### src/sv/fbcd_pkg.sv
// shared constants, types and state encoding for the frame brightness change detector
package fbcd_pkg;

    localparam int unsigned MAX_FRAME_PIXELS = 4194304;

    localparam int unsigned PIX_W    = 8;
    localparam int unsigned RGB_W    = 10;
    localparam int unsigned SUM_W    = 30;
    localparam int unsigned COUNT_W  = 23;
    localparam int unsigned MEAN_W   = 8;
    localparam int unsigned FRAMES_W = 9;
    localparam int unsigned EVENTS_W = 16;
    localparam int unsigned STEP_W   = 3;

    // floor(x/3) for x <= 765 as (x * 683) >> 11
    localparam int unsigned DIV3_MUL   = 683;
    localparam int unsigned DIV3_SHIFT = 11;
    localparam int unsigned PROD_W     = 20;

    localparam logic [FRAMES_W-1:0] FRAMES_MAX = 9'd511;
    localparam logic [EVENTS_W-1:0] EVENTS_MAX = 16'hFFFF;

    localparam logic [7:0] DEV_LIMIT_RESET = 8'd5;
    localparam logic [7:0] WARMUP_RESET    = 8'd50;

    localparam logic REG_DEV_LIMIT = 1'b0;
    localparam logic REG_WARMUP    = 1'b1;

    typedef enum logic [1:0] {
        ST_RUN,
        ST_DRAIN,
        ST_DIV,
        ST_JUDGE
    } state_t;

    typedef struct packed {
        logic busy;
        logic done;
    } div_stat_t;

endpackage

### src/sv/fbcd_div.sv
// restoring divider: frame sum over pixel count, one quotient bit per cycle
module fbcd_div
(
    input  logic                              clk,
    input  logic                              rst_n,
    input  logic                              start,
    input  logic [fbcd_pkg::SUM_W-1:0]        dividend,
    input  logic [fbcd_pkg::COUNT_W-1:0]      divisor,
    output logic [fbcd_pkg::MEAN_W-1:0]       quotient,
    output fbcd_pkg::div_stat_t               stat
);

    logic [fbcd_pkg::SUM_W-1:0]  rem_reg, rem_next;
    logic [fbcd_pkg::SUM_W-1:0]  dvs_reg, dvs_next;
    logic [fbcd_pkg::MEAN_W-1:0] quo_reg, quo_next;
    logic [fbcd_pkg::STEP_W-1:0] step_reg, step_next;
    logic                        busy_reg, busy_next;
    logic                        done_reg, done_next;
    logic                        fits;

    // the single compare/subtract unit
    assign fits = (rem_reg >= dvs_reg);

    always_comb
    begin
        rem_next  = rem_reg;
        dvs_next  = dvs_reg;
        quo_next  = quo_reg;
        step_next = step_reg;
        busy_next = busy_reg;
        done_next = 1'b0;
        if (start)
        begin
            rem_next  = dividend;
            // quotient fits in 8 bits, so the divisor starts 7 places up
            dvs_next  = {divisor, {(fbcd_pkg::SUM_W - fbcd_pkg::COUNT_W){1'b0}}};
            quo_next  = '0;
            step_next = '1;
            busy_next = 1'b1;
        end
        else if (busy_reg)
        begin
            if (fits)
            begin
                rem_next = rem_reg - dvs_reg;
            end
            quo_next = {quo_reg[fbcd_pkg::MEAN_W-2:0], fits};
            dvs_next = dvs_reg >> 1;
            step_next = step_reg - 1'b1;
            if (step_reg == '0)
            begin
                busy_next = 1'b0;
                done_next = 1'b1;
            end
        end
    end

    always_ff @(posedge clk or negedge rst_n)
    begin
        if (!rst_n)
        begin
            step_reg <= '0;
            busy_reg <= 1'b0;
            done_reg <= 1'b0;
        end
        else
        begin
            step_reg <= step_next;
            busy_reg <= busy_next;
            done_reg <= done_next;
        end
    end

    always_ff @(posedge clk)
    begin
        rem_reg <= rem_next;
        dvs_reg <= dvs_next;
        quo_reg <= quo_next;
    end

    assign quotient  = quo_reg;
    assign stat.busy = busy_reg;
    assign stat.done = done_reg;

endmodule

### src/sv/frame_brightness_change_detector.sv
// top level: pixel accumulation, end-of-frame mean and brightness change judgment
//
// channel  dir  tdata (low bit up)                            side bands
// s_axis   in   red[7:0] green[15:8] blue[23:16]              tuser=in_region tlast=last_of_frame
// m_axis   out  event_res[0] frame_mean[8:1] deviation[16:9]  none
//               event_count[32:17] tracking[33]
// cfg      in   cfg_addr 0: dev_limit, 1: warmup_frames
//
// pixels that do not end a frame are taken one per cycle through a three-stage
// accumulate pipeline. after the last pixel of a frame tready stays low while the
// block drains the pipeline and loads the divider, runs the bit-serial divider
// (one compare/subtract per quotient bit), then judges and loads the result.
// the result register waits for m_axis_tready; the block stays in the judge
// step until that register is free. reset clears all counters and the frame sum.
module frame_brightness_change_detector
(
    input  logic        clk,
    input  logic        rst_n,
    input  logic        s_axis_tvalid,
    output logic        s_axis_tready,
    input  logic [23:0] s_axis_tdata,   // red, green, blue
    input  logic        s_axis_tuser,   // in_region
    input  logic        s_axis_tlast,   // last_of_frame
    output logic        m_axis_tvalid,
    input  logic        m_axis_tready,
    output logic [39:0] m_axis_tdata,   // event_res, frame_mean, deviation, event_count, tracking
    input  logic        cfg_we,
    input  logic        cfg_addr,
    input  logic [7:0]  cfg_wdata
);

    fbcd_pkg::state_t state_reg, state_next;

    logic [7:0] dev_limit_reg;
    logic [7:0] warmup_reg;

    // pipeline stage 1: component sum
    logic                          s1_valid_reg;
    logic [fbcd_pkg::RGB_W-1:0]    s1_sum_reg;
    logic                          s1_region_reg;
    // pipeline stage 2: pixel intensity
    logic                          s2_valid_reg;
    logic [fbcd_pkg::PIX_W-1:0]    s2_int_reg;
    logic                          s2_region_reg;
    logic [fbcd_pkg::PROD_W-1:0]   div3_prod;

    logic [fbcd_pkg::SUM_W-1:0]    sum_reg, sum_next;
    logic [fbcd_pkg::COUNT_W-1:0]  count_reg, count_next;
    logic [fbcd_pkg::MEAN_W-1:0]   prev_mean_reg, prev_mean_next;
    logic [fbcd_pkg::FRAMES_W-1:0] frames_reg, frames_next;
    logic                          tracking_reg, tracking_next;
    logic [fbcd_pkg::EVENTS_W-1:0] events_reg, events_next;

    logic                          out_valid_reg, out_valid_next;
    logic [39:0]                   out_data_reg, out_data_next;

    logic                          in_fire;
    logic                          div_start;
    logic [fbcd_pkg::MEAN_W-1:0]   quotient;
    fbcd_pkg::div_stat_t           div_stat;

    // judgment terms
    logic [fbcd_pkg::MEAN_W-1:0]   mean;
    logic [fbcd_pkg::MEAN_W-1:0]   dev;
    logic [fbcd_pkg::FRAMES_W-1:0] frames_inc;
    logic                          track;
    logic                          event_hit;
    logic [fbcd_pkg::EVENTS_W-1:0] events_upd;

    assign s_axis_tready = (state_reg == fbcd_pkg::ST_RUN);
    assign in_fire       = s_axis_tvalid && s_axis_tready;

    fbcd_div u_div
    (
        .clk      (clk),
        .rst_n    (rst_n),
        .start    (div_start),
        .dividend (sum_reg),
        .divisor  (count_reg),
        .quotient (quotient),
        .stat     (div_stat)
    );

    always_ff @(posedge clk or negedge rst_n)
    begin
        if (!rst_n)
        begin
            dev_limit_reg <= fbcd_pkg::DEV_LIMIT_RESET;
            warmup_reg    <= fbcd_pkg::WARMUP_RESET;
        end
        else if (cfg_we)
        begin
            unique case (cfg_addr)
                fbcd_pkg::REG_DEV_LIMIT: dev_limit_reg <= cfg_wdata;
                fbcd_pkg::REG_WARMUP:    warmup_reg    <= cfg_wdata;
                default:                 dev_limit_reg <= dev_limit_reg;
            endcase
        end
    end

    assign div3_prod = fbcd_pkg::PROD_W'(s1_sum_reg) * fbcd_pkg::PROD_W'(fbcd_pkg::DIV3_MUL);

    always_ff @(posedge clk or negedge rst_n)
    begin
        if (!rst_n)
        begin
            s1_valid_reg <= 1'b0;
            s2_valid_reg <= 1'b0;
        end
        else
        begin
            s1_valid_reg <= in_fire;
            s2_valid_reg <= s1_valid_reg;
        end
    end

    always_ff @(posedge clk)
    begin
        s1_sum_reg    <= fbcd_pkg::RGB_W'(s_axis_tdata[7:0]) + fbcd_pkg::RGB_W'(s_axis_tdata[15:8])
                       + fbcd_pkg::RGB_W'(s_axis_tdata[23:16]);
        s1_region_reg <= s_axis_tuser;
        s2_int_reg    <= div3_prod[fbcd_pkg::DIV3_SHIFT +: fbcd_pkg::PIX_W];
        s2_region_reg <= s1_region_reg;
    end

    // judgment of the finished frame
    always_comb
    begin
        mean = (count_reg == '0) ? '0 : quotient;
        dev  = (mean >= prev_mean_reg) ? (mean - prev_mean_reg) : (prev_mean_reg - mean);
        frames_inc = (frames_reg == fbcd_pkg::FRAMES_MAX) ? frames_reg : (frames_reg + 1'b1);
        track      = tracking_reg || (frames_inc > fbcd_pkg::FRAMES_W'(warmup_reg));
        event_hit  = track && (dev >= dev_limit_reg);
        events_upd = (events_reg == fbcd_pkg::EVENTS_MAX) ? events_reg : (events_reg + 1'b1);
    end

    always_comb
    begin
        state_next     = state_reg;
        div_start      = 1'b0;
        sum_next       = sum_reg;
        count_next     = count_reg;
        prev_mean_next = prev_mean_reg;
        frames_next    = frames_reg;
        tracking_next  = tracking_reg;
        events_next    = events_reg;
        out_valid_next = out_valid_reg && !m_axis_tready;
        out_data_next  = out_data_reg;

        // oversized frames drop further pixels from count and sum
        if (s2_valid_reg && (count_reg < fbcd_pkg::COUNT_W'(fbcd_pkg::MAX_FRAME_PIXELS)))
        begin
            count_next = count_reg + 1'b1;
            if (s2_region_reg)
            begin
                sum_next = sum_reg + fbcd_pkg::SUM_W'(s2_int_reg);
            end
        end

        unique case (state_reg)
            fbcd_pkg::ST_RUN:
            begin
                if (in_fire && s_axis_tlast)
                begin
                    state_next = fbcd_pkg::ST_DRAIN;
                end
            end
            fbcd_pkg::ST_DRAIN:
            begin
                if (!s1_valid_reg && !s2_valid_reg)
                begin
                    div_start  = 1'b1;
                    state_next = fbcd_pkg::ST_DIV;
                end
            end
            fbcd_pkg::ST_DIV:
            begin
                if (div_stat.done)
                begin
                    state_next = fbcd_pkg::ST_JUDGE;
                end
            end
            fbcd_pkg::ST_JUDGE:
            begin
                if (!out_valid_reg || m_axis_tready)
                begin
                    out_valid_next = 1'b1;
                    out_data_next  = {6'b0, track,
                                      event_hit ? events_upd : events_reg,
                                      dev, mean, event_hit};
                    if (event_hit)
                    begin
                        events_next   = events_upd;
                        frames_next   = '0;
                        tracking_next = 1'b0;
                    end
                    else
                    begin
                        frames_next   = frames_inc;
                        tracking_next = track;
                    end
                    prev_mean_next = mean;
                    sum_next       = '0;
                    count_next     = '0;
                    state_next     = fbcd_pkg::ST_RUN;
                end
            end
            default:
            begin
                state_next = fbcd_pkg::ST_RUN;
            end
        endcase
    end

    always_ff @(posedge clk or negedge rst_n)
    begin
        if (!rst_n)
        begin
            state_reg     <= fbcd_pkg::ST_RUN;
            sum_reg       <= '0;
            count_reg     <= '0;
            prev_mean_reg <= '0;
            frames_reg    <= '0;
            tracking_reg  <= 1'b0;
            events_reg    <= '0;
            out_valid_reg <= 1'b0;
        end
        else
        begin
            state_reg     <= state_next;
            sum_reg       <= sum_next;
            count_reg     <= count_next;
            prev_mean_reg <= prev_mean_next;
            frames_reg    <= frames_next;
            tracking_reg  <= tracking_next;
            events_reg    <= events_next;
            out_valid_reg <= out_valid_next;
        end
    end

    always_ff @(posedge clk)
    begin
        out_data_reg <= out_data_next;
    end

    assign m_axis_tvalid = out_valid_reg;
    assign m_axis_tdata  = out_data_reg;

endmodule

### config.mk
export PLATFORM = sky130hd
export DESIGN_NAME = frame_brightness_change_detector
export DESIGN_NICKNAME = d
export VERILOG_FILES = /design/src/sv/fbcd_pkg.sv /design/src/sv/fbcd_div.sv /design/src/sv/frame_brightness_change_detector.sv
export SDC_FILE = /design/constraint.sdc
export NUM_CORES = 1
export LEC_CHECK = 0
export ABC_AREA = 1
export BUFFER_PORTS_ARGS = -buffer_cell sky130_fd_sc_hd__clkbuf_2
export CORE_MARGIN = 2
export CORE_UTILIZATION = 40
export DETAILED_ROUTE_END_ITERATION = 8
export GPL_TIMING_DRIVEN = 0
export HOLD_SLACK_MARGIN = 0.02
export SYNTH_ARGS = -nofsm -noshare
export SYNTH_HDL_FRONTEND = slang
export SYNTH_HIERARCHICAL = 1
export SYNTH_SLANG_ARGS = --single-unit
### constraint.sdc
create_clock -name clk -period 5 [get_ports clk]
set_input_delay 0.5 -clock clk [delete_from_list [all_inputs] [get_ports clk]]
set_output_delay 0.5 -clock clk [all_outputs]
set_load 0.05 [all_outputs]
==> reports/results.tsv, run 1 <==
metric	value	unit
crit_path_end_kind	flop	
diodes	0	
path_class	reg -> reg	
min_period	4.61	ns
status	finished, final reports clean	
cap_viol_max_count	0	
syn_area	16400	sq um
drt_pre_antenna_iters	8	
yosys_warnings	6	
design_area	18400	sq um
core_region_area	40600	sq um
layout.nets	2423	
tritoncts	built	
netlist_instances	2090	
fillers	4057	
routedWlPerCell	14.4	um
hpwlAfterDp	31200	um
slew-limit-headroom	0.442	
antenna_found_initial	0	
grt_pass1_wl	65300	um
insertion_delay	0.54	ns
fmax	217	MHz
track_usage	0.190	
worstHoldPathType	in -> reg	
rows	74	
crit_required	5.28	ns
grt_max_degree	111	
clk_path_buf_depth	3	
maxSlewViolCount	0	
drive_gt1_frac	0.100	
post-route-period-util	0.923	
wl	39800	um
initialDrtViolationCount	795	
vias	13500	
cts_buffers	28	
boundaryPins	82	
grt-ovfl-total	0	
synth.avg_cell_area	7.83	sq um
drc	0	
setup_viol	0	
cp.arrival	4.90	ns
dpl_cell_area	17500	sq um
cp_max_fo	10	
die_area	42500	sq um
htreeDepth	1	
root_buffer	clkbuf_16	
die-height	206	um
cp-start-kind	flop	
start_util	0.403	
largest_reg_flops	34	
portBuffers	75	
drtAntennaViolNets	0	
worstMarginPinSlew	0.836	ns
area_growth	12.7	%
grt_pass1_vias	13000	
gp_congestion	0.931	
path_clk_slew	0.06	ns
cts.sinks	235	
skew	0.0154	ns
hold_viol	0	
fp.dieW	206	um
avgViaCountPerCell	4.89	
## layout make-up
class                   instances  area [sq um]  share of cell area
repair buffers                 80           457              0.0248
plain buffers                  44           240              0.0130
clock inverters                14           133             0.00719
inverters                     334          1250              0.0680
flip-flops and latches        235          6150               0.333
clock buffers                  38           769              0.0417
multi-input cells            1482          8770               0.476
well taps                     532           666              0.0361
## metal layers
layer / up-vias / GRT usage / routed length (um) / part of all wire
met3: 48 / 0.0175 / 1590 / 0.040
met2: 274 / 0.312 / 17900 / 0.45
met5: - / 0 / 0 / 0
li1: 6923 / - / - / -
met4: 0 / 0.0401 / 775 / 0.019
met1: 6234 / 0.274 / 19600 / 0.49
## worst paths after layout
check / startpoint / end / slack [ns] / depth (start not counted)
max: count_reg[0] / m_axis_tdata[30] / 0.39 / 27
min: s_axis_tuser / s1_region_reg / 0.08 / 1
max reg2reg: count_reg[0] / m_axis_tdata[30] / 0.39 / 27
min reg2reg: s1_region_reg / s2_region_reg / 0.33 / 0
max in group asynchronous: rst_n / dev_limit_reg[4] / 3.92 / 3
min in group asynchronous: rst_n / prev_mean_reg[5] / 0.33 / 2
## cells in the final DEF, fill, tap and decap left out, types with 4 or more instances in the layout
cell type / instances
inv_1: 330
ha_1: 144
a21o_1: 6
clkbuf_1: 29
clkinv_2: 4
o21ai_0: 104
conb_1: 6
o21ai_1: 6
nand3b_1: 7
nor3_1: 21
o21bai_1: 6
a21oi_1: 91
buf_4: 13
nand3_2: 13
dfrtp_1: 108
clkinv_1: 4
nand2_2: 15
nor2_1: 142
nor2_2: 5
o22ai_1: 11
nand2_4: 4
xnor2_1: 22
buf_2: 7
nand3_1: 115
clkbuf_16: 29
a31oi_1: 4
xor2_1: 43
clkbuf_2: 76
nand2_1: 600
fa_1: 34
dfxtp_1: 35
nor2_4: 9
or2_2: 13
dfstp_2: 5
edfxtp_1: 87
nand4_1: 23
## metrics by stage
step | hold slack [ns] | util | instances | setup slack [ns] | setup TNS (ns)
after global placement | 0.314 | 0.429 | 2702 | -0.0855 | -0.481
final | 0.0770 | 0.455 | 2759 | 0.386 | 0
after CTS | 0.0597 | 0.454 | 2759 | 0.0761 | 0
after detailed placement | 0.312 | 0.431 | 2704 | -0.134 | -1.95
after global routing | 0.0622 | 0.455 | 2759 | -0.00230 | -0.00230
after floorplan | 0.204 | - | 2095 | 1.07 | 0
## what timing repair did
action	in CTS	in global routing
buffers inserted	2	0
setup endpoints to repair	30	43
pin swaps	1	1
hold buffers	1	0
endpoints found under the hold margin	3	0
resized for setup	0	9
## critical path, cell delays in order (launching register included)
cell	delay, ns
dfrtp_1	0.45
inv_2	0.14
ha_1	0.17
nand3_1	0.11
nor4_2	0.19
nand4_1	0.12
buf_4	0.17
nand2_1	0.17
ha_1	0.24
inv_1	0.06
fa_1	0.44
nand2_1	0.10
nand2_1	0.07
nand2_1	0.12
nand3_4	0.15
inv_2	0.12
nand2_1	0.06
nand2_1	0.10
inv_1	0.08
ha_1	0.30
nand2_1	0.07
nor2_1	0.15
nand4_1	0.16
nand3_4	0.18
nand2_4	0.11
buf_6	0.16
nand2_1	0.06
nand2_1	0.09
Power of run 1 is left out: the tool's default activity adds up to more than one toggle a clock period on the data nets, which glitch-free logic cannot reach.
==> run 2, diff against run 1 <==
--- a/config.mk
+++ b/config.mk
@@ -8,7 +8,7 @@
 export ABC_AREA = 1
 export BUFFER_PORTS_ARGS = -buffer_cell sky130_fd_sc_hd__clkbuf_2
 export CORE_MARGIN = 2
-export CORE_UTILIZATION = 40
+export CORE_UTILIZATION = 25
 export DETAILED_ROUTE_END_ITERATION = 8
 export GPL_TIMING_DRIVEN = 0
 export HOLD_SLACK_MARGIN = 0.02
==> reports/results.tsv, run 2 (same netlist as run 1, synthesis figures left out) <==
metric	value	unit
status	finished, final reports clean	
rows	93	
crit_path_end_kind	flop	
wl	40100	um
path_class	reg -> reg	
drive_gt1_frac	0.0989	
layout_common_cells	600 x nand2_1, 332 x inv_1, 144 x ha_1	
crit_required	5.29	ns
largest_reg_flops	34	
cp_max_fo	10	
fin_tns_setup	0	ns
cp.arrival	4.88	ns
clk_path_buf_depth	3	
post-route-period-util	0.917	
antenna_found_initial	0	
path_clk_slew	0.06	ns
dpl_cell_area	17900	sq um
start_util	0.253	
routedWlPerCell	13.0	um
design_area	18800	sq um
min_period	4.59	ns
rr_worst_depth	27	
vias	13400	
die-height	260	um
timing.rr.start	count_reg[0]	
final_common_cell	nand2_1	
grt-ovfl-total	0	
grt_max_degree	108	
area_growth	15.0	%
worstMarginPinSlew	0.885	ns
portBuffers	75	
avgViaCountPerCell	4.37	
drt_pre_antenna_iters	5	
cts.sinks	235	
hp-start	m_axis_tready	
drc	0	
fmax	218	MHz
drtAntennaViolNets	0	
holdPathStages	2	
skew	0.0102	ns
insertion_delay	0.57	ns
root_buffer	clkbuf_16	
htreeDepth	1	
initialDrtViolationCount	846	
grt_pass1_wl	65900	um
gp_congestion	0.897	
worstHoldEndpoint	m_axis_tvalid	
layout.nets	2422	
boundaryPins	82	
maxSlewViolCount	0	
core_region_area	64600	sq um
cap_viol_max_count	0	
die_area	67500	sq um
cp-start-kind	flop	
track_usage	0.119	
reg2reg_setup_slack	0.41	ns
slew-limit-headroom	0.409	
grt_pass1_vias	12900	
fillers	6981	
fp.dieW	260	um
worstHoldPathType	in -> reg	
hold_viol	0	
cts_buffers	27	
rsz0062_at_grt	false	
hpwlAfterDp	31800	um
tritoncts	built	
diodes	0	
setup_viol	0	
r2r-end	m_axis_tdata[26]	
==> run 2: cell types whose count changed in the layout (fill, tap and decap cells not counted), moves of 2 or more <==
cell,change
inv_2,-2
clkinv_2,+5
clkbuf_16,-2
clkbuf_1,-4
inv_1,+2
==> run 2: critical path, stage by stage, from the launching register on <==
cell and delay, ns:
dfrtp_1 0.40, inv_1 0.18, ha_1 0.18, nand3_1 0.11, nor4_2 0.18, nand4_1 0.12, buf_4 0.19, nand2_1 0.10
ha_1 0.20, inv_1 0.06, fa_1 0.43, nand2_1 0.10, nand2_1 0.08, nand2_1 0.12, nand3_4 0.15, inv_1 0.17
nand2_1 0.07, nand2_1 0.06, inv_1 0.07, ha_1 0.29, nand2_1 0.07, nor2_1 0.14, nand4_1 0.15, nand3_4 0.22
nand2_4 0.11, buf_6 0.16, nand2_1 0.05, nand2_1 0.11
==> run 2: timing repair <==
action                                  CTS  global route
cloned                                    0             0
hold buffers                              2             0
hold endpoints to repair                  7             0
endpoints found under the setup margin   30            41
pin swaps                                 1             0
gates resized for setup                   0             5
setup buffers                             1             0
==> run 2: area by class of cell <==
class	instances	area, sq um	share of cell area
sequential	235	6150	0.327
tap	855	1070	0.0569
timing repair buffer	80	459	0.0244
inverter	334	1250	0.0666
buffer	44	243	0.0129
multi-input combinational	1482	8760	0.466
clock buffer	31	691	0.0367
clock inverter	19	191	0.0102
==> run 2: stage by stage <==
step                hold WS (ns)  cells   util  worst slack [ns]
finish                     0.128   3080  0.291             0.413
CTS                        0.110   3080  0.291             0.137
global placement           0.312   3025  0.276            -0.137
detailed placement         0.316   3027  0.277            -0.169
floorplan                  0.204   2095      -              1.07
global route               0.146   3080  0.291            0.0178
==> run 2: how the worst max path moves through the flow <==
stage,from,endpoint,slack (ns),cells past startpoint
finish,count_reg[0],m_axis_tdata[26],0.41,27
detailed placement,count_reg[0],m_axis_tdata[0],-0.17,24
global route,count_reg[0],m_axis_tdata[26],0.02,27
global placement,count_reg[0],m_axis_tdata[0],-0.14,24
CTS,count_reg[0],m_axis_tdata[0],0.14,25
floorplan,count_reg[0],m_axis_tdata[0],1.07,24
==> run 2: metal layers <==
layer  vias to the layer above  global-route usage  part of all wire
met5                         -                   0                 0
met4                         0              0.0267             0.017
met3                        45              0.0133             0.043
met2                       267               0.195              0.45
met1                      6213               0.168              0.49
li1                       6924                   -                 -
Power of run 2 is left out for the same reason.
